==> src/arnp_pkg.sv <==
// Shared types, codes and helper function of the ASCII radix number parser.
package arnp_pkg;

	localparam int unsigned POSITION_MAX_DEF = 255;
	localparam int unsigned RADIX_W = 5;
	localparam int unsigned ACC_W = 32;
	localparam int unsigned VALUE_W = 33;
	localparam int unsigned EPOS_W = 8;

	localparam logic [RADIX_W-1:0] RADIX_RESET = 5'd10;
	localparam logic [RADIX_W-1:0] RADIX_LIMIT = 5'd16;
	localparam logic [RADIX_W-1:0] DIGIT_NONE = 5'd16;

	localparam logic [7:0] CH_SPACE = 8'h20;
	localparam logic [7:0] CH_TAB = 8'h09;
	localparam logic [7:0] CH_MINUS = 8'h2d;
	localparam logic [7:0] CH_ZERO = 8'h30;
	localparam logic [7:0] CH_NINE = 8'h39;
	localparam logic [7:0] CH_LOWER_A = 8'h61;
	localparam logic [7:0] CH_LOWER_F = 8'h66;
	localparam logic [7:0] CH_UPPER_A = 8'h41;
	localparam logic [7:0] CH_UPPER_F = 8'h46;

	typedef enum logic [1:0] {
		REG_RADIX = 2'd0,
		REG_DIGIT_CASE = 2'd1,
		REG_RELAXED = 2'd2,
		REG_SIGNED_MODE = 2'd3
	} reg_index_t;

	typedef enum logic [1:0] {
		CASE_LOWER = 2'd0,
		CASE_UPPER = 2'd1,
		CASE_ANY = 2'd2,
		CASE_ANY_EMPTY_ZERO = 2'd3
	} digit_case_t;

	typedef enum logic [1:0] {
		ST_OK = 2'd0,
		ST_BAD_DIGIT = 2'd1,
		ST_ABOVE_32 = 2'd2,
		ST_SIGNED_RANGE = 2'd3
	} status_t;

	typedef enum logic [1:0] {
		PH_START = 2'd0,
		PH_LEAD = 2'd1,
		PH_DIGITS = 2'd2,
		PH_TRAIL = 2'd3
	} phase_t;

	typedef enum logic [2:0] {
		ACT_NONE,
		ACT_MINUS,
		ACT_DIGIT,
		ACT_COUNT,
		ACT_TRAIL_START,
		ACT_BAD_HERE,
		ACT_BAD_TRAIL
	} action_t;

	typedef struct packed {
		logic [RADIX_W-1:0] radix;
		digit_case_t digit_case;
		logic relaxed;
		logic signed_mode;
	} cfg_t;

	// Parse state flags as they stand after the current beat.
	typedef struct packed {
		logic go;
		logic last;
		logic over_range;
		logic negative;
		logic bad_seen;
		logic digits_seen;
		logic partial_over;
	} step_t;

	// Digit value of a character under the case rule, DIGIT_NONE if not a digit.
	function automatic logic [RADIX_W-1:0] digit_of(input logic [7:0] c, input digit_case_t dc);
		logic lo;
		logic up;
		logic [7:0] d;
		lo = (dc != CASE_UPPER);
		up = (dc != CASE_LOWER);
		d = 8'(DIGIT_NONE);
		if (c >= CH_ZERO && c <= CH_NINE) begin
			d = c - CH_ZERO;
		end else if (lo && c >= CH_LOWER_A && c <= CH_LOWER_F) begin
			d = c - CH_LOWER_A + 8'd10;
		end else if (up && c >= CH_UPPER_A && c <= CH_UPPER_F) begin
			d = c - CH_UPPER_A + 8'd10;
		end
		return d[RADIX_W-1:0];
	endfunction

endpackage

==> src/arnp_cfg_regs.sv <==
// Configuration registers of the number parser.
module arnp_cfg_regs (
	input  logic clk,
	input  logic arst_n,
	input  logic cfg_wr_en,
	input  logic [1:0] cfg_index,
	input  logic [arnp_pkg::RADIX_W-1:0] cfg_data,
	output arnp_pkg::cfg_t cfg
);
	import arnp_pkg::*;

	cfg_t cfg_q;

	always_ff @(posedge clk or negedge arst_n) begin
		if (!arst_n) begin
			cfg_q.radix <= RADIX_RESET;
			cfg_q.digit_case <= CASE_ANY;
			cfg_q.relaxed <= 1'b1;
			cfg_q.signed_mode <= 1'b0;
		end else if (cfg_wr_en) begin
			unique case (reg_index_t'(cfg_index))
				REG_RADIX: cfg_q.radix <= cfg_data;
				REG_DIGIT_CASE: cfg_q.digit_case <= digit_case_t'(cfg_data[1:0]);
				REG_RELAXED: cfg_q.relaxed <= cfg_data[0];
				REG_SIGNED_MODE: cfg_q.signed_mode <= cfg_data[0];
				default: cfg_q <= cfg_q;
			endcase
		end
	end

	assign cfg = cfg_q;

endmodule

==> src/arnp_parse_core.sv <==
// Input register and per-character parse state with its update logic.
module arnp_parse_core #(
	parameter int unsigned POSITION_MAX = arnp_pkg::POSITION_MAX_DEF,
	parameter int unsigned POS_W = $clog2(POSITION_MAX + 1)
) (
	input  logic clk,
	input  logic arst_n,
	input  arnp_pkg::cfg_t cfg,
	input  logic in_valid,
	output logic in_stall,
	input  logic [7:0] char_code,
	input  logic char_present,
	input  logic last,
	input  logic out_free,
	output arnp_pkg::step_t step,
	output logic [arnp_pkg::ACC_W-1:0] acc_d,
	output logic [arnp_pkg::ACC_W-1:0] partial_d,
	output logic [POS_W-1:0] bad_pos_d
);
	import arnp_pkg::*;

	localparam logic [POS_W-1:0] POS_LIMIT = POS_W'(POSITION_MAX);
	localparam int unsigned PROD_W = ACC_W + RADIX_W;

	logic valid_s1;
	logic [7:0] char_s1;
	logic present_s1;
	logic last_s1;
	logic go;

	phase_t phase_q, phase_d;
	logic [ACC_W-1:0] acc_q, partial_q;
	logic over_q, over_d;
	logic neg_q, neg_d;
	logic bad_q, bad_d;
	logic digits_q, digits_d;
	logic pover_q, pover_d;
	logic [POS_W-1:0] pos_q, pos_d, pos_inc;
	logic [POS_W-1:0] fts_q, fts_d;
	logic [POS_W-1:0] bad_pos_q;

	action_t act;
	logic active;
	logic is_ws;
	logic is_minus;
	logic [RADIX_W-1:0] digit;
	logic digit_ok;
	logic [PROD_W-1:0] prod;

	// A closing beat waits in the input register until the result register is free.
	assign go = valid_s1 && (!last_s1 || out_free);
	assign in_stall = valid_s1 && !go;

	always_ff @(posedge clk or negedge arst_n) begin
		if (!arst_n) begin
			valid_s1 <= 1'b0;
		end else if (in_valid && !in_stall) begin
			valid_s1 <= 1'b1;
		end else if (go) begin
			valid_s1 <= 1'b0;
		end
	end

	always_ff @(posedge clk) begin
		if (in_valid && !in_stall) begin
			char_s1 <= char_code;
			present_s1 <= char_present;
			last_s1 <= last;
		end
	end

	assign active = go && present_s1 && !bad_q;
	assign is_ws = (char_s1 == CH_SPACE) || (char_s1 == CH_TAB);
	assign is_minus = (char_s1 == CH_MINUS);
	assign digit = digit_of(char_s1, cfg.digit_case);
	assign digit_ok = (digit != DIGIT_NONE) && (digit < cfg.radix);

	// Next phase and the action for this character.
	always_comb begin
		phase_d = phase_q;
		act = ACT_NONE;
		if (active) begin
			unique case (phase_q)
				PH_START, PH_LEAD: begin
					if (is_ws) begin
						phase_d = PH_LEAD;
					end else if (is_minus && cfg.signed_mode && !neg_q &&
							(phase_q == PH_START || cfg.digit_case == CASE_ANY)) begin
						act = ACT_MINUS;
						phase_d = PH_LEAD;
					end else if (digit_ok) begin
						act = ACT_DIGIT;
						phase_d = PH_DIGITS;
					end else begin
						act = ACT_BAD_HERE;
					end
				end
				PH_DIGITS: begin
					if (is_ws) begin
						act = ACT_TRAIL_START;
						phase_d = PH_TRAIL;
					end else if (digit_ok) begin
						act = ACT_DIGIT;
					end else begin
						act = ACT_BAD_HERE;
					end
				end
				PH_TRAIL: begin
					act = is_ws ? ACT_COUNT : ACT_BAD_TRAIL;
				end
				default: phase_d = phase_q;
			endcase
		end
	end

	assign pos_inc = (pos_q < POS_LIMIT) ? pos_q + 1'b1 : pos_q;
	assign prod = PROD_W'(acc_q) * PROD_W'(cfg.radix) + PROD_W'(digit);

	// Datapath updates driven by the action.
	always_comb begin
		acc_d = acc_q;
		over_d = over_q;
		neg_d = neg_q;
		bad_d = bad_q;
		digits_d = digits_q;
		pover_d = pover_q;
		pos_d = pos_q;
		fts_d = fts_q;
		bad_pos_d = bad_pos_q;
		partial_d = partial_q;
		if (act != ACT_NONE && act != ACT_MINUS) begin
			pos_d = pos_inc;
			digits_d = 1'b1;
		end
		case (act)
			ACT_MINUS: neg_d = 1'b1;
			ACT_DIGIT: begin
				acc_d = prod[ACC_W-1:0];
				over_d = over_q || (prod[PROD_W-1:ACC_W] != '0);
			end
			ACT_TRAIL_START: fts_d = pos_inc;
			ACT_BAD_HERE, ACT_BAD_TRAIL: begin
				bad_d = 1'b1;
				bad_pos_d = (act == ACT_BAD_HERE) ? pos_inc : fts_q;
				partial_d = acc_q;
				pover_d = over_q;
			end
			default: acc_d = acc_q;
		endcase
	end

	always_ff @(posedge clk or negedge arst_n) begin
		if (!arst_n) begin
			phase_q <= PH_START;
			acc_q <= '0;
			over_q <= 1'b0;
			neg_q <= 1'b0;
			bad_q <= 1'b0;
			digits_q <= 1'b0;
			pover_q <= 1'b0;
			pos_q <= '0;
			fts_q <= '0;
			bad_pos_q <= '0;
			partial_q <= '0;
		end else if (go && last_s1) begin
			// The text is closed: start the next one from scratch.
			phase_q <= PH_START;
			acc_q <= '0;
			over_q <= 1'b0;
			neg_q <= 1'b0;
			bad_q <= 1'b0;
			digits_q <= 1'b0;
			pover_q <= 1'b0;
			pos_q <= '0;
			fts_q <= '0;
			bad_pos_q <= '0;
			partial_q <= '0;
		end else begin
			phase_q <= phase_d;
			acc_q <= acc_d;
			over_q <= over_d;
			neg_q <= neg_d;
			bad_q <= bad_d;
			digits_q <= digits_d;
			pover_q <= pover_d;
			pos_q <= pos_d;
			fts_q <= fts_d;
			bad_pos_q <= bad_pos_d;
			partial_q <= partial_d;
		end
	end

	assign step.go = go;
	assign step.last = last_s1;
	assign step.over_range = over_d;
	assign step.negative = neg_d;
	assign step.bad_seen = bad_d;
	assign step.digits_seen = digits_d;
	assign step.partial_over = pover_d;

endmodule

==> src/arnp_result.sv <==
// Final decision on a closing beat and the result register.
module arnp_result #(
	parameter int unsigned POS_W = 8
) (
	input  logic clk,
	input  logic arst_n,
	input  arnp_pkg::cfg_t cfg,
	input  arnp_pkg::step_t step,
	input  logic [arnp_pkg::ACC_W-1:0] acc_d,
	input  logic [arnp_pkg::ACC_W-1:0] partial_d,
	input  logic [POS_W-1:0] bad_pos_d,
	output logic out_free,
	output logic out_valid,
	input  logic out_stall,
	output logic [1:0] status,
	output logic signed [arnp_pkg::VALUE_W-1:0] value,
	output logic value_assigned,
	output logic [arnp_pkg::EPOS_W-1:0] error_position
);
	import arnp_pkg::*;

	logic valid_s2;
	status_t status_s2, st;
	logic [VALUE_W-1:0] value_s2, val;
	logic assigned_s2, asg;
	logic [EPOS_W-1:0] epos_s2, epos;
	logic [POS_W+EPOS_W-1:0] pos_ext;
	logic load;

	assign out_free = !valid_s2 || !out_stall;
	assign load = step.go && step.last;
	assign pos_ext = {{EPOS_W{1'b0}}, bad_pos_d};

	always_comb begin
		st = ST_OK;
		val = '0;
		asg = 1'b0;
		epos = '0;
		if (cfg.radix > RADIX_LIMIT) begin
			st = ST_BAD_DIGIT;
		end else if (step.bad_seen) begin
			epos = pos_ext[EPOS_W-1:0];
			st = step.partial_over ? ST_ABOVE_32 : ST_BAD_DIGIT;
			if (cfg.relaxed && !cfg.signed_mode) begin
				asg = 1'b1;
				val = step.partial_over ? '0 : {1'b0, partial_d};
			end
		end else if (!step.digits_seen) begin
			if (cfg.digit_case == CASE_ANY_EMPTY_ZERO) begin
				asg = 1'b1;
			end else begin
				st = ST_BAD_DIGIT;
			end
		end else if (step.over_range) begin
			st = ST_ABOVE_32;
			asg = !cfg.signed_mode;
		end else if (!cfg.signed_mode) begin
			asg = 1'b1;
			val = {1'b0, acc_d};
		end else if (acc_d >= 32'h7fff_ffff) begin
			st = ST_SIGNED_RANGE;
		end else begin
			asg = 1'b1;
			val = step.negative ? VALUE_W'(0) - {1'b0, acc_d} : {1'b0, acc_d};
		end
	end

	always_ff @(posedge clk or negedge arst_n) begin
		if (!arst_n) begin
			valid_s2 <= 1'b0;
		end else if (load) begin
			valid_s2 <= 1'b1;
		end else if (!out_stall) begin
			valid_s2 <= 1'b0;
		end
	end

	always_ff @(posedge clk) begin
		if (load) begin
			status_s2 <= st;
			value_s2 <= val;
			assigned_s2 <= asg;
			epos_s2 <= epos;
		end
	end

	assign out_valid = valid_s2;
	assign status = status_s2;
	assign value = $signed(value_s2);
	assign value_assigned = assigned_s2;
	assign error_position = epos_s2;

endmodule

==> src/ascii_radix_number_parser_unit.sv <==
// Top level of the ASCII radix number parser.
//
// The input channel carries one character of a text number per beat
// (char_code, char_present, last). Beats without last give no result; the
// beat with last gives exactly one result beat (status, value,
// value_assigned, error_position) on the output channel.
// Every beat is captured in an input register; from there the parse state is
// updated, with one multiply-add by the radix for a digit, and, on a closing
// beat, the final decision is written into the result register once that
// register is free, so a result is presented from the result register once
// its closing beat has left the input register. One beat is accepted every
// cycle as long as results are taken.
// When the receiver stalls, a waiting result holds; further characters keep
// flowing until a second closing beat reaches the input register, which then
// stalls the sender until the result register empties.
// Configuration is written through cfg_wr_en, cfg_index and cfg_data while
// no text is in flight. Reset clears both channels, the parse state and
// loads radix 10, any case, relaxed on and signed mode off.
module ascii_radix_number_parser_unit #(
	parameter int unsigned POSITION_MAX = arnp_pkg::POSITION_MAX_DEF
) (
	input  logic clk,
	input  logic arst_n,
	input  logic cfg_wr_en,
	input  logic [1:0] cfg_index,
	input  logic [arnp_pkg::RADIX_W-1:0] cfg_data,
	input  logic in_valid,
	output logic in_stall,
	input  logic [7:0] char_code,
	input  logic char_present,
	input  logic last,
	output logic out_valid,
	input  logic out_stall,
	output logic [1:0] status,
	output logic signed [arnp_pkg::VALUE_W-1:0] value,
	output logic value_assigned,
	output logic [arnp_pkg::EPOS_W-1:0] error_position
);
	import arnp_pkg::*;

	localparam int unsigned POS_W = $clog2(POSITION_MAX + 1);

	cfg_t cfg;
	step_t step;
	logic out_free;
	logic [ACC_W-1:0] acc_d;
	logic [ACC_W-1:0] partial_d;
	logic [POS_W-1:0] bad_pos_d;

	arnp_cfg_regs u_cfg (
		.clk(clk),
		.arst_n(arst_n),
		.cfg_wr_en(cfg_wr_en),
		.cfg_index(cfg_index),
		.cfg_data(cfg_data),
		.cfg(cfg)
	);

	arnp_parse_core #(
		.POSITION_MAX(POSITION_MAX),
		.POS_W(POS_W)
	) u_core (
		.clk(clk),
		.arst_n(arst_n),
		.cfg(cfg),
		.in_valid(in_valid),
		.in_stall(in_stall),
		.char_code(char_code),
		.char_present(char_present),
		.last(last),
		.out_free(out_free),
		.step(step),
		.acc_d(acc_d),
		.partial_d(partial_d),
		.bad_pos_d(bad_pos_d)
	);

	arnp_result #(
		.POS_W(POS_W)
	) u_result (
		.clk(clk),
		.arst_n(arst_n),
		.cfg(cfg),
		.step(step),
		.acc_d(acc_d),
		.partial_d(partial_d),
		.bad_pos_d(bad_pos_d),
		.out_free(out_free),
		.out_valid(out_valid),
		.out_stall(out_stall),
		.status(status),
		.value(value),
		.value_assigned(value_assigned),
		.error_position(error_position)
	);

endmodule
==> config.mk <==
export PLATFORM = sky130hd
export DESIGN_NAME = ascii_radix_number_parser_unit
export DESIGN_NICKNAME = d
export VERILOG_FILES = /design/src/arnp_pkg.sv /design/src/arnp_cfg_regs.sv /design/src/arnp_parse_core.sv /design/src/arnp_result.sv /design/src/ascii_radix_number_parser_unit.sv
export SDC_FILE = /design/constraint.sdc
export NUM_CORES = 1
export LEC_CHECK = 0
export BUFFER_PORTS_ARGS = -buffer_cell sky130_fd_sc_hd__buf_2
export CORE_MARGIN = 2
export CORE_UTILIZATION = 35
export DETAILED_ROUTE_END_ITERATION = 10
export MAX_ROUTING_LAYER = met4
export PLACE_DENSITY = 0.58
export SLEW_MARGIN = 20
export SYNTH_ARGS = -nofsm -noshare
export SYNTH_HDL_FRONTEND = slang
export SYNTH_HIERARCHICAL = 1
export SYNTH_SLANG_ARGS = --single-unit
export TNS_END_PERCENT = 50
==> constraint.sdc <==
create_clock -name clk -period 7.11 [get_ports clk]
set_input_delay 0 -clock clk [delete_from_list [all_inputs] [get_ports clk]]
set_output_delay 0 -clock clk [all_outputs]
set_load 0.02 [all_outputs]
==> results of run 1 <==
==> worst max path at each step <==
| stage | endpoint | from | cells after the start | slack [ns] |
|---|---|---|---|---|
| 4_1_cts | u_result/value[23]$_SDFFCE_PP0P_ | u_core/char_s1[1]$_DFFE_PP_ | 28 | 0.02 |
| 3_3_place_gp | u_result/value[29]$_SDFFCE_PP0P_ | u_core/char_s1[0]$_DFFE_PP_ | 29 | 0.09 |
| 3_5_place_dp | u_result/value[29]$_SDFFCE_PP0P_ | u_core/char_s1[0]$_DFFE_PP_ | 26 | -0.16 |
| 5_1_grt | u_result/value[29]$_SDFFCE_PP0P_ | u_core/char_s1[0]$_DFFE_PP_ | 26 | -0.10 |
| 6_report | u_result/value[29]$_SDFFCE_PP0P_ | u_core/char_s1[1]$_DFFE_PP_ | 26 | 0.19 |
| 2_1_floorplan | u_result/value[10]$_SDFFCE_PP0P_ | u_core/char_s1[0]$_DFFE_PP_ | 25 | 0.32 |
==> final cells by class <==
cell class	instances	share of cell area [%]
multi-input combinational	1107	56.3
sequential	160	26.6
timing repair buffer	159	6.87
tap	518	4.02
clock buffer	20	2.77
inverter	97	2.26
clock inverter	12	1.28
==> power breakdown <==
| group | switching, mW | leakage (nW) | internal, mW | total (mW) |
|---|---|---|---|---|
| Combinational | 0.257 | 5.59 | 0.137 | 0.394 |
| Clock | 0.400 | 0.315 | 0.636 | 1.04 |
| Sequential | 0.0527 | 1.97 | 0.998 | 1.05 |
==> state kept, by name, indices dropped and copies added (netlist names), 2 cells and up <==
name                     count
u_cfg/cfg                    9
u_core/fts_q                 8
u_core/pos_q                 8
u_core/acc_q                32
u_core/char_s1               8
u_core/bad_pos_q             8
u_result/error_position      8
u_core/phase_q               2
u_result/status              2
u_core/partial_q            32
u_result/value              33
==> per-layer routing <==
| metal | vias to the layer above | part of all wire, % |
|---|---|---|
| met5 | - | 0 |
| met4 | 0 | 2.9 |
| met3 | 54 | 4.2 |
| met2 | 267 | 48 |
| met1 | 5424 | 45 |
| li1 | 5169 | - |
==> synth_stat cells, drive strengths merged, types with 22 or more instances <==
cell    count  share of area [%]
a22oi      22                1.2
clkbuf     50                1.4
edfxtp     54                 12
nor2       68                1.8
xnor2      32                2.0
mux2       58                5.5
nand3      34                1.3
xor2       26                1.6
dfrtp     102                 18
ha         82                7.4
o21ai      53                1.9
nand2     190                5.2
inv        97                2.6
a21oi      80                3.0
and2      134                6.1
fa         95                 14
==> placed cells by master (no fill, tap or decap), types with 6 or more instances in the layout <==
cell type,Yosys,final
xor2_1,26,26
o31ai_1,10,10
nor3_1,10,9
xnor2_1,32,32
buf_4,7,62
nand2b_1,7,7
mux2_4,30,31
nand2_1,190,189
nor4_1,8,7
or2_2,6,6
nand3_1,33,33
edfxtp_1,54,54
a21o_1,13,13
o21a_1,13,12
and2_1,134,134
buf_2,4,66
inv_1,97,92
ha_1,82,76
fa_1,95,94
mux2_2,27,26
o21ai_0,53,49
and3_1,15,15
nor2_1,68,66
a22oi_1,21,21
nand3b_1,14,14
o211ai_1,7,7
dfrtp_1,102,100
a21oi_1,77,75
o21bai_1,9,9
nor2b_1,7,7
dlygate4sd3_1,0,29
nand4_1,19,19
a31oi_1,8,7
clkbuf_16,0,17
mux2i_1,19,19
==> what timing repair did <==
| item | in CTS | in global routing |
|---|---|---|
| endpoints found under the setup margin | 31 | 36 |
| cloned | 0 | 0 |
| setup buffers | 0 | 10 |
| endpoints found under the hold margin | 63 | 0 |
| gates resized for setup | 5 | 41 |
| pin swaps | 0 | 30 |
| hold buffers | 29 | 0 |
==> worst register-to-register path, cell delays in order, from the launching register on <==
cell and delay [ns]:
edfxtp_1 0.44, inv_2 0.12, ha_2 0.21, buf_4 0.13
o21bai_1 0.08, a21oi_2 0.23, buf_6 0.17, o21ai_0 0.11
o21ai_1 0.17, fa_1 0.47, ha_1 0.31, ha_1 0.28
ha_2 0.22, fa_2 0.41, a21o_1 0.23, a31o_4 0.24
nand4_1 0.15, nand4_1 0.17, a221oi_4 0.30, xnor2_1 0.11
mux2_4 0.29, or4_4 0.51, or4b_4 0.57, o41ai_4 0.38
xnor2_1 0.12, a22oi_2 0.15, nor2_1 0.05
==> metrics by stage <==
stage	cells	total power [mW]	instance area, sq um	utilization [%]	TNS, ns
2_1_floorplan	1433	1.28	13800	-	0
3_3_place_gp	2002	1.42	14900	38.4	0
3_5_place_dp	2002	1.43	14900	38.4	-2.54
4_1_cts	2063	2.49	15900	40.9	0
5_1_grt	2073	2.57	16100	41.6	-0.156
6_report	2073	2.48	16100	41.6	0
==> cells by family after synthesis <==
family	Yosys count	synth area share, %
AND/OR/NAND/NOR	538	20.1
adder cells (fa/ha/maj)	177	21.2
multiplexers	77	6.91
buffers and inverters	166	4.95
flip-flops	160	30.9
XOR/XNOR	58	3.67
AO/OA/AOI/OAI	257	12.3
==> flow_metrics.py, run 1 <==
metrics = {
    "power_and_ir_drop": {
        "powerDensity_nw_per_um2": 154,
        "vdd_drop_max_uv": 141,
        "leakage_nw": 7.88,
    },
    "critical_path": {
        "cp-end-kind": "flip-flop",
        "critPathMaxStageDelay_ns": 0.57,
        "critPathLaunchType": "flip-flop",
        "worst-path-buf-inv": 3,
        "crit_slowest_cell": "or4b_4",
        "r2r-start": "u_core/char_s1[1]$_DFFE_PP_",
        "crit_required_ns": 7.27,
        "critPathTopFamily": "adder cells",
        "rrSetupSlack_ns": 0.19,
        "worst-setup-path-type": "reg2reg",
        "arrival_ns": 7.08,
        "r2r-end": "u_result/value[29]$_SDFFCE_PP0P_",
        "worstPathMaxFanout": 7,
        "reg2reg_depth": 26,
    },
    "global_route": {
        "grt_pass1_vias": 11300,
        "grt_use_total_pct": 19.2,
        "grt_pass1_wl_mm": 60.9,
        "use_met3_pct": 2.62,
        "grt.met1_usage_pct": 24.8,
        "antenna_found_initial": 0,
        "grt.busiest_layer": "met2",
        "overflow": 0,
        "grt_max_degree": 65,
        "grtUsageMet2_pct": 31.2,
    },
    "finish": {
        "syn2layout_area_growth_pct": 16.7,
        "insertedDiodeCount": 0,
        "multiInputGateArea_sq_um": 9080,
        "nets": 1741,
        "register_area_sq_um": 4290,
        "n_fill_cell": 3777,
        "drive_gt1_share_pct": 18.1,
    },
    "yosys": {
        "synthFlopType": "dfrtp_1",
        "syn_area_sq_um": 13800,
        "synth-edff-count": 54,
        "syn_nets": 1632,
        "synth_seq_cells": 160,
        "ys_types": 76,
        "syn_inst": 1433,
        "yosys_warnings": 6,
        "async_flop_share_pct": 66.3,
        "synth_area_per_cell_sq_um": 9.65,
        "synth_seq_area_share_pct": 30.9,
    },
    "sta": {
        "max_clock_freq_mhz": 144,
        "setup_slack_ns": 0.189,
        "finalClockSkew_ns": 0.0155,
        "worst_pin_slew_ns": 1.00,
        "rsz0062_at_grt": "true",
        "slew_headroom_pct": 33.1,
        "slew_viol_final": 0,
        "hold_slack_ns": 0.0282,
        "hold_violations": 0,
        "setup_violations": 0,
        "timing.final.crit_share_pct": 97.3,
        "post-route-min-period_ns": 6.92,
    },
    "worst_hold_path": {
        "min_path_type": "in2reg",
        "min_from": "cfg_index[0]",
        "min_to": "u_cfg/cfg[2]$_DFFE_PN0P_",
        "worstHoldPathCells": 3,
    },
    "floorplanning": {
        "dieArea_sq_um": 41100,
        "io_pins": 68,
        "coreArea_sq_um": 38800,
        "placementRows": 72,
        "die_h_um": 203,
        "start_util_pct": 35.6,
        "die_width_um": 203,
    },
    "run": {
        "cap_violations": 0,
    },
    "clock_tree": {
        "clock_sinks": 160,
        "insertion_delay_ns": 0.44,
        "path_clk_slew_ns": 0.07,
        "cts.path.max_buffers": 2,
        "h-tree-depth": 4,
        "numCtsBuffers": 17,
        "cts_tree": "built",
        "cts_root_buf": "clkbuf_16",
    },
    "placed_design": {
        "portBuffers": 67,
        "place_congestion": 0.924,
        "hpwl_mm": 27.6,
        "pre_cts_ws_ns": -0.158,
    },
    "routing": {
        "ant_nets": 0,
        "drt-wirelength-per-cell_um": 18.0,
        "dr.pass1.iters": 5,
        "drc_errors": 0,
        "vias": 10900,
        "wl_mm": 37.2,
        "vias_per_cell": 5.26,
        "drt_iter0_drc": 724,
    },
    "outcome": {
        "status": "complete, no violations",
    },
}
(Power assumes the default switching activity.)
==> run 2: changes to the inputs <==
--- a/config.mk
+++ b/config.mk
@@ -6,7 +6,7 @@
 export NUM_CORES = 1
 export LEC_CHECK = 0
 export BUFFER_PORTS_ARGS = -buffer_cell sky130_fd_sc_hd__buf_2
-export CORE_MARGIN = 2
+export CORE_ASPECT_RATIO = 0.7
 export CORE_UTILIZATION = 35
 export DETAILED_ROUTE_END_ITERATION = 10
 export MAX_ROUTING_LAYER = met4
==> constraint.sdc (replaced) <==
create_clock -name clk -period 5.6 [get_ports clk]
set_input_delay 0 -clock clk [delete_from_list [all_inputs] [get_ports clk]]
set_output_delay 0 -clock clk [all_outputs]
set_load 0.02 [all_outputs]
==> flow_metrics.py, run 2 (same netlist as run 1, synthesis figures left out) <==
metrics = {
    "outcome": {
        "status": "complete, but fails checks",
        "failed_checks": "negative setup slack",
    },
    "global_route": {
        "overflow": 0,
        "grt_pass1_wl_mm": 67.1,
        "antenna_found_initial": 0,
        "grt_use_total_pct": 22.3,
        "grt_pass1_vias": 11800,
        "grt_max_degree": 61,
    },
    "routing": {
        "wl_met3_mm": 2.48,
        "dr.pass1.iters": 5,
        "drt-wirelength-per-cell_um": 18.5,
        "wl_mm": 42.2,
        "drt_iter0_drc": 950,
        "ant_nets": 0,
        "drc_errors": 0,
        "wl_met1_mm": 21.5,
        "vias_per_cell": 5.15,
        "routed.top_layer": "met4",
        "vias": 11700,
        "wl_met2_mm": 17.6,
    },
    "sta": {
        "post-route-min-period_ns": 6.60,
        "timing.final.crit_share_pct": 118,
        "finalClockSkew_ns": 0.0117,
        "slew_viol_final": 0,
        "rsz0062_at_grt": "true",
        "setup_violations": 36,
        "hold_violations": 0,
        "setup_slack_ns": -0.995,
        "max_clock_freq_mhz": 152,
        "worst_pin_slew_ns": 1.08,
        "slew_headroom_pct": 28.1,
    },
    "floorplanning": {
        "dieArea_sq_um": 40300,
        "start_util_pct": 35.8,
        "coreArea_sq_um": 38700,
        "die_h_um": 168,
        "io_pins": 68,
        "placementRows": 60,
        "die_width_um": 240,
    },
    "clock_tree": {
        "h-tree-depth": 4,
        "numCtsBuffers": 17,
        "cts.path.max_buffers": 2,
        "insertion_delay_ns": 0.46,
        "clock_sinks": 160,
        "cts_tree": "built",
        "path_clk_slew_ns": 0.07,
        "cts_root_buf": "clkbuf_16",
    },
    "power_and_ir_drop": {
        "powerDensity_nw_per_um2": 171,
        "vdd_drop_max_uv": 232,
        "pwr-share-clk_pct": 36.5,
        "leakage_nw": 8.94,
        "p_sw_share_pct": 32.2,
        "power_switching_mw": 0.986,
        "seqPwrFrac_pct": 42.7,
        "pwr-share-comb_pct": 20.7,
        "p_int_mw": 2.08,
    },
    "finish": {
        "layout_commonest_cell": "buf_4",
        "layout_common_cells": "243 x buf_4, 189 x nand2_1, 133 x and2_1",
        "syn2layout_area_growth_pct": 29.4,
        "register_area_sq_um": 4280,
        "largest_register_ffs": 33,
        "insertedDiodeCount": 0,
        "multiInputGateArea_sq_um": 9340,
        "nets": 1938,
        "drive_gt1_share_pct": 29.7,
        "stdcell_area_sq_um": 17900,
        "n_fill_cell": 3632,
    },
    "critical_path": {
        "worst-setup-path-type": "reg2reg",
        "cp_cell_sequence": "buf_6, ha_4, o41ai_4, nor4_1, o21ai_0, o21ai_2, fa_1, ha_2, ha_1, ha_2, fa_2, a21o_1, a31o_2, nand4_1, nand4_1, a221oi_2, xnor2_1, mux2_4, or4_4, or4b_4, o41ai_4, xnor2_1, a22oi_2, nor2_1",
        "worstPathMaxFanout": 3,
        "critPathMaxStageDelay_ns": 0.56,
        "crit_required_ns": 5.80,
        "critPathLaunchType": "flip-flop",
        "cp-end-kind": "flip-flop",
        "crit_slowest_cell": "or4b_4",
        "critPathTopFamily": "compound AO/OA/AOI/OAI gates",
        "arrival_ns": 6.80,
        "worst-path-buf-inv": 1,
    },
    "placed_design": {
        "pre_cts_ws_ns": -1.19,
        "portBuffers": 67,
        "hpwl_mm": 32.2,
        "placed_area_sq_um": 16600,
        "place_congestion": 0.950,
    },
    "worst_hold_path": {
        "min_path_type": "in2async",
    },
    "run": {
        "cap_violations": 0,
    },
}
==> run 2: per-layer routing <==
| layer | vias to the layer above | global-route usage [%] |
|---|---|---|
| met1 | 5811 | 33.4 |
| met3 | 36 | 3.89 |
| met5 | - | - |
| li1 | 5561 | - |
| met2 | 318 | 31.1 |
| met4 | 0 | 4.54 |
==> run 2: repair_timing <==
action	in CTS	in global routing
gates cloned	1	0
gates resized for setup	72	28
endpoints found under the hold margin	67	0
endpoints found under the setup margin	36	37
hold buffers	26	0
pin swaps	46	29
buffers inserted	9	2
==> run 2: final cells by class <==
class | instances | share of cell area (%)
Multi-Input combinational cell | 1107 | 52.2
Clock buffer | 19 | 2.42
Tap cell | 527 | 3.68
Inverter | 97 | 2.03
Clock inverter | 13 | 0.587
Timing Repair Buffer | 356 | 15.2
Sequential cell | 160 | 23.9
==> run 2: power by group through the flow <==
| stage | combinational, mW | clock, mW | sequential, mW |
|---|---|---|---|
| 2_1_floorplan | 0.294 | 0 | 1.34 |
| 3_3_place_gp | 0.571 | 0 | 1.33 |
| 3_5_place_dp | 0.577 | 0 | 1.33 |
| 4_1_cts | 0.623 | 1.14 | 1.31 |
| 5_1_grt | 0.681 | 1.19 | 1.31 |
| 6_report | 0.635 | 1.12 | 1.31 |
==> run 2: stage by stage <==
stage	TNS [ns]	util, %	hold slack [ns]	power (mW)	instances
floorplan	-17.51	-	-0.296	1.63	1433
global placement	-34.97	43.0	0.0701	1.90	2213
detailed placement	-37.81	43.0	0.0717	1.91	2213
CTS	-25.30	45.9	0.134	3.07	2277
global route	-34.34	46.3	0.168	3.18	2279
finish	-28.56	46.3	0.107	3.06	2279
==> run 2: final timing paths <==
path,startpoint,endpoint,slack (ns),depth (start not counted)
setup reg to reg,u_core/char_s1[0]$_DFFE_PP_,u_result/value[29]$_SDFFCE_PP0P_,-1.0,24
setup / recovery,u_core/char_s1[0]$_DFFE_PP_,u_result/value[29]$_SDFFCE_PP0P_,-1.0,24
max in group asynchronous,arst_n,u_core/acc_q[16]$_DFF_PN0_,4.19,3
hold reg to reg,u_core/fts_q[6]$_DFFE_PN0P_,u_core/fts_q[6]$_DFFE_PN0P_,0.52,2
hold / removal,arst_n,u_core/pos_q[5]$_DFFE_PN0P_,0.11,2
min in group clk,last,u_core/last_s1$_DFFE_PP_,0.25,2
==> run 3: changes to the inputs <==
--- a/config.mk
+++ b/config.mk
@@ -7,10 +7,10 @@
 export LEC_CHECK = 0
 export BUFFER_PORTS_ARGS = -buffer_cell sky130_fd_sc_hd__buf_2
 export CORE_ASPECT_RATIO = 0.7
-export CORE_UTILIZATION = 35
+export CORE_UTILIZATION = 39
 export DETAILED_ROUTE_END_ITERATION = 10
 export MAX_ROUTING_LAYER = met4
-export PLACE_DENSITY = 0.58
+export PLACE_DENSITY = 0.63
 export SLEW_MARGIN = 20
 export SYNTH_ARGS = -nofsm -noshare
 export SYNTH_HDL_FRONTEND = slang
==> flow_metrics.py, run 3 (same netlist as run 1, synthesis figures left out) <==
metrics = {
    "outcome": {
        "status": "complete, but fails checks",
        "failed_checks": "negative setup slack",
    },
    "placed_design": {
        "portBuffers": 67,
        "hpwl_mm": 31.8,
        "post-place-cells": 2163,
        "place_congestion": 0.942,
        "pre_cts_ws_ns": -1.19,
    },
    "finish": {
        "n_fill_cell": 3186,
        "insertedDiodeCount": 0,
        "nets": 1949,
        "layoutNonFillerInstCount": 2235,
        "layout_commonest_cell": "buf_4",
        "drive_gt1_share_pct": 30.3,
        "layout_common_cells": "262 x buf_4, 189 x nand2_1, 133 x and2_1",
        "largest_register_ffs": 33,
        "syn2layout_area_growth_pct": 29.4,
    },
    "sta": {
        "slew_headroom_pct": 29.7,
        "hold_violations": 0,
        "finalClockSkew_ns": 0.0129,
        "max_clock_freq_mhz": 152,
        "post-route-min-period_ns": 6.57,
        "slew_viol_final": 0,
        "rsz0062_at_grt": "true",
        "worst_pin_slew_ns": 1.05,
        "setup_slack_ns": -0.973,
        "setup_violations": 36,
        "timing.final.crit_share_pct": 117,
    },
    "clock_tree": {
        "cts.path.max_buffers": 2,
        "cts_root_buf": "clkbuf_16",
        "path_clk_slew_ns": 0.07,
        "clock_sinks": 160,
        "numCtsBuffers": 17,
        "cts_tree": "built",
        "h-tree-depth": 4,
        "insertion_delay_ns": 0.44,
    },
    "floorplanning": {
        "dieArea_sq_um": 36200,
        "die_h_um": 160,
        "start_util_pct": 39.7,
        "coreArea_sq_um": 34800,
        "die_width_um": 227,
        "placementRows": 57,
        "io_pins": 68,
    },
    "power_and_ir_drop": {
        "p_int_mw": 2.09,
        "p_sw_share_pct": 32.5,
        "leakage_nw": 8.96,
        "vdd_drop_max_uv": 211,
        "seqPwrFrac_pct": 42.3,
        "powerDensity_nw_per_um2": 172,
        "pwr-share-clk_pct": 37.2,
        "power_switching_mw": 1.00,
        "pwr-share-comb_pct": 20.5,
    },
    "critical_path": {
        "crit_slowest_cell": "fa_1",
        "cp-end-kind": "flip-flop",
        "worstPathMaxFanout": 7,
        "startpoint": "u_core/char_s1[0]$_DFFE_PP_",
        "cp_common_cell": "buf_4",
        "worst-setup-path-type": "reg2reg",
        "arrival_ns": 6.75,
        "r2r-start": "u_core/char_s1[0]$_DFFE_PP_",
        "rrSetupSlack_ns": -0.97,
        "crit_required_ns": 5.77,
        "critPathLaunchType": "flip-flop",
        "reg2reg_depth": 30,
        "r2r-end": "u_result/value[20]$_SDFFCE_PP0P_",
        "critPathMaxStageDelay_ns": 0.51,
    },
    "routing": {
        "vias_per_cell": 5.34,
        "dr.pass1.iters": 5,
        "ant_nets": 0,
        "drt_iter0_drc": 1167,
        "drc_errors": 0,
        "drt-wirelength-per-cell_um": 18.7,
        "vias": 11900,
        "wl_mm": 41.8,
    },
    "worst_hold_path": {
        "min_path_type": "in2reg",
        "worstHoldPathCells": 3,
        "min_to": "u_cfg/cfg[8]$_DFFE_PN0P_",
        "min_from": "cfg_index[0]",
    },
    "global_route": {
        "grt_pass1_wl_mm": 66.7,
        "grt_pass1_vias": 12100,
        "grt_use_total_pct": 24.5,
        "overflow": 0,
        "antenna_found_initial": 0,
        "grt_max_degree": 62,
    },
    "run": {
        "cap_violations": 0,
    },
}
-- run 3: cell types whose count changed in the layout (fill, tap and decap cells not counted), moves of 3 or more --
cell	before	now
buf_6	13	9
a22oi_1	13	2
a21oi_2	8	5
a21oi_1	71	74
xnor2_2	3	0
o21ai_1	4	9
buf_4	243	262
inv_8	2	6
nor2_2	4	1
nor4_1	3	6
inv_6	5	2
a22oi_2	9	20
dlygate4sd3_1	26	23
xnor2_1	29	32
-- run 3: worst max-delay path by stage --
stage | endpoint | cells after the start
2_1_floorplan | u_result/value[29]$_SDFFCE_PP0P_ | 25
3_3_place_gp | u_result/value[29]$_SDFFCE_PP0P_ | 25
3_5_place_dp | u_result/value[11]$_SDFFCE_PP0P_ | 28
4_1_cts | u_result/value[29]$_SDFFCE_PP0P_ | 27
5_1_grt | u_result/value[29]$_SDFFCE_PP0P_ | 28
6_report | u_result/value[20]$_SDFFCE_PP0P_ | 30
-- run 3: power groups by stage --
stage | registers [mW] | clock network (mW) | logic [mW]
finish | 1.31 | 1.15 | 0.633
global route | 1.31 | 1.22 | 0.677
CTS | 1.30 | 1.16 | 0.614
detailed placement | 1.33 | 0 | 0.564
global placement | 1.33 | 0 | 0.555
floorplan | 1.34 | 0 | 0.294
-- run 3: worst max-delay path: cells and delay by family (launching register included) --
family	cells	cell delay [ns]
AO/OA/AOI/OAI	13	2.55
XOR/XNOR	1	0.13
adder cells (fa/ha/maj)	5	1.77
buffers and inverters	8	0.97
flip-flops	1	0.45
AND/OR/NAND/NOR	3	0.43
-- run 3: final cells by class --
type,count,area [sq um],share of cell area [%]
repair buffers,367,2760,15.4
multi-input cells,1107,9330,52.1
clock buffers,17,425,2.38
flip-flops and latches,160,4280,23.9
clock inverters,15,148,0.825
well taps,472,591,3.30
inverters,97,364,2.03
-- run 3: what timing repair did --
item                                    CTS  global route
endpoints found under the setup margin   36            37
hold endpoints to repair                 80             0
buffers inserted                         15             4
resized for setup                        79            17
pin swaps                                55            24
cloned                                    1             0
hold buffers                             23             0
-- run 3: stage by stage --
stage / hold slack, ns / util (%) / setup TNS, ns / power, mW / instance area, sq um
2_1_floorplan: -0.296 / - / -17.51 / 1.63 / 13900
3_3_place_gp: 0.151 / 47.7 / -32.60 / 1.88 / 16600
3_5_place_dp: 0.155 / 47.7 / -39.61 / 1.89 / 16600
4_1_cts: 0.0164 / 51.1 / -27.63 / 3.08 / 17800
5_1_grt: 0.0281 / 51.4 / -39.55 / 3.20 / 17900
6_report: 0.0388 / 51.4 / -30.71 / 3.09 / 17900
-- run 3: metal layers --
layer | global-route usage, % | part of all wire [%]
met2 | 34.7 | 43
met5 | - | 0
met4 | 5.25 | 1.7
met1 | 36.8 | 50
met3 | 3.32 | 5.9
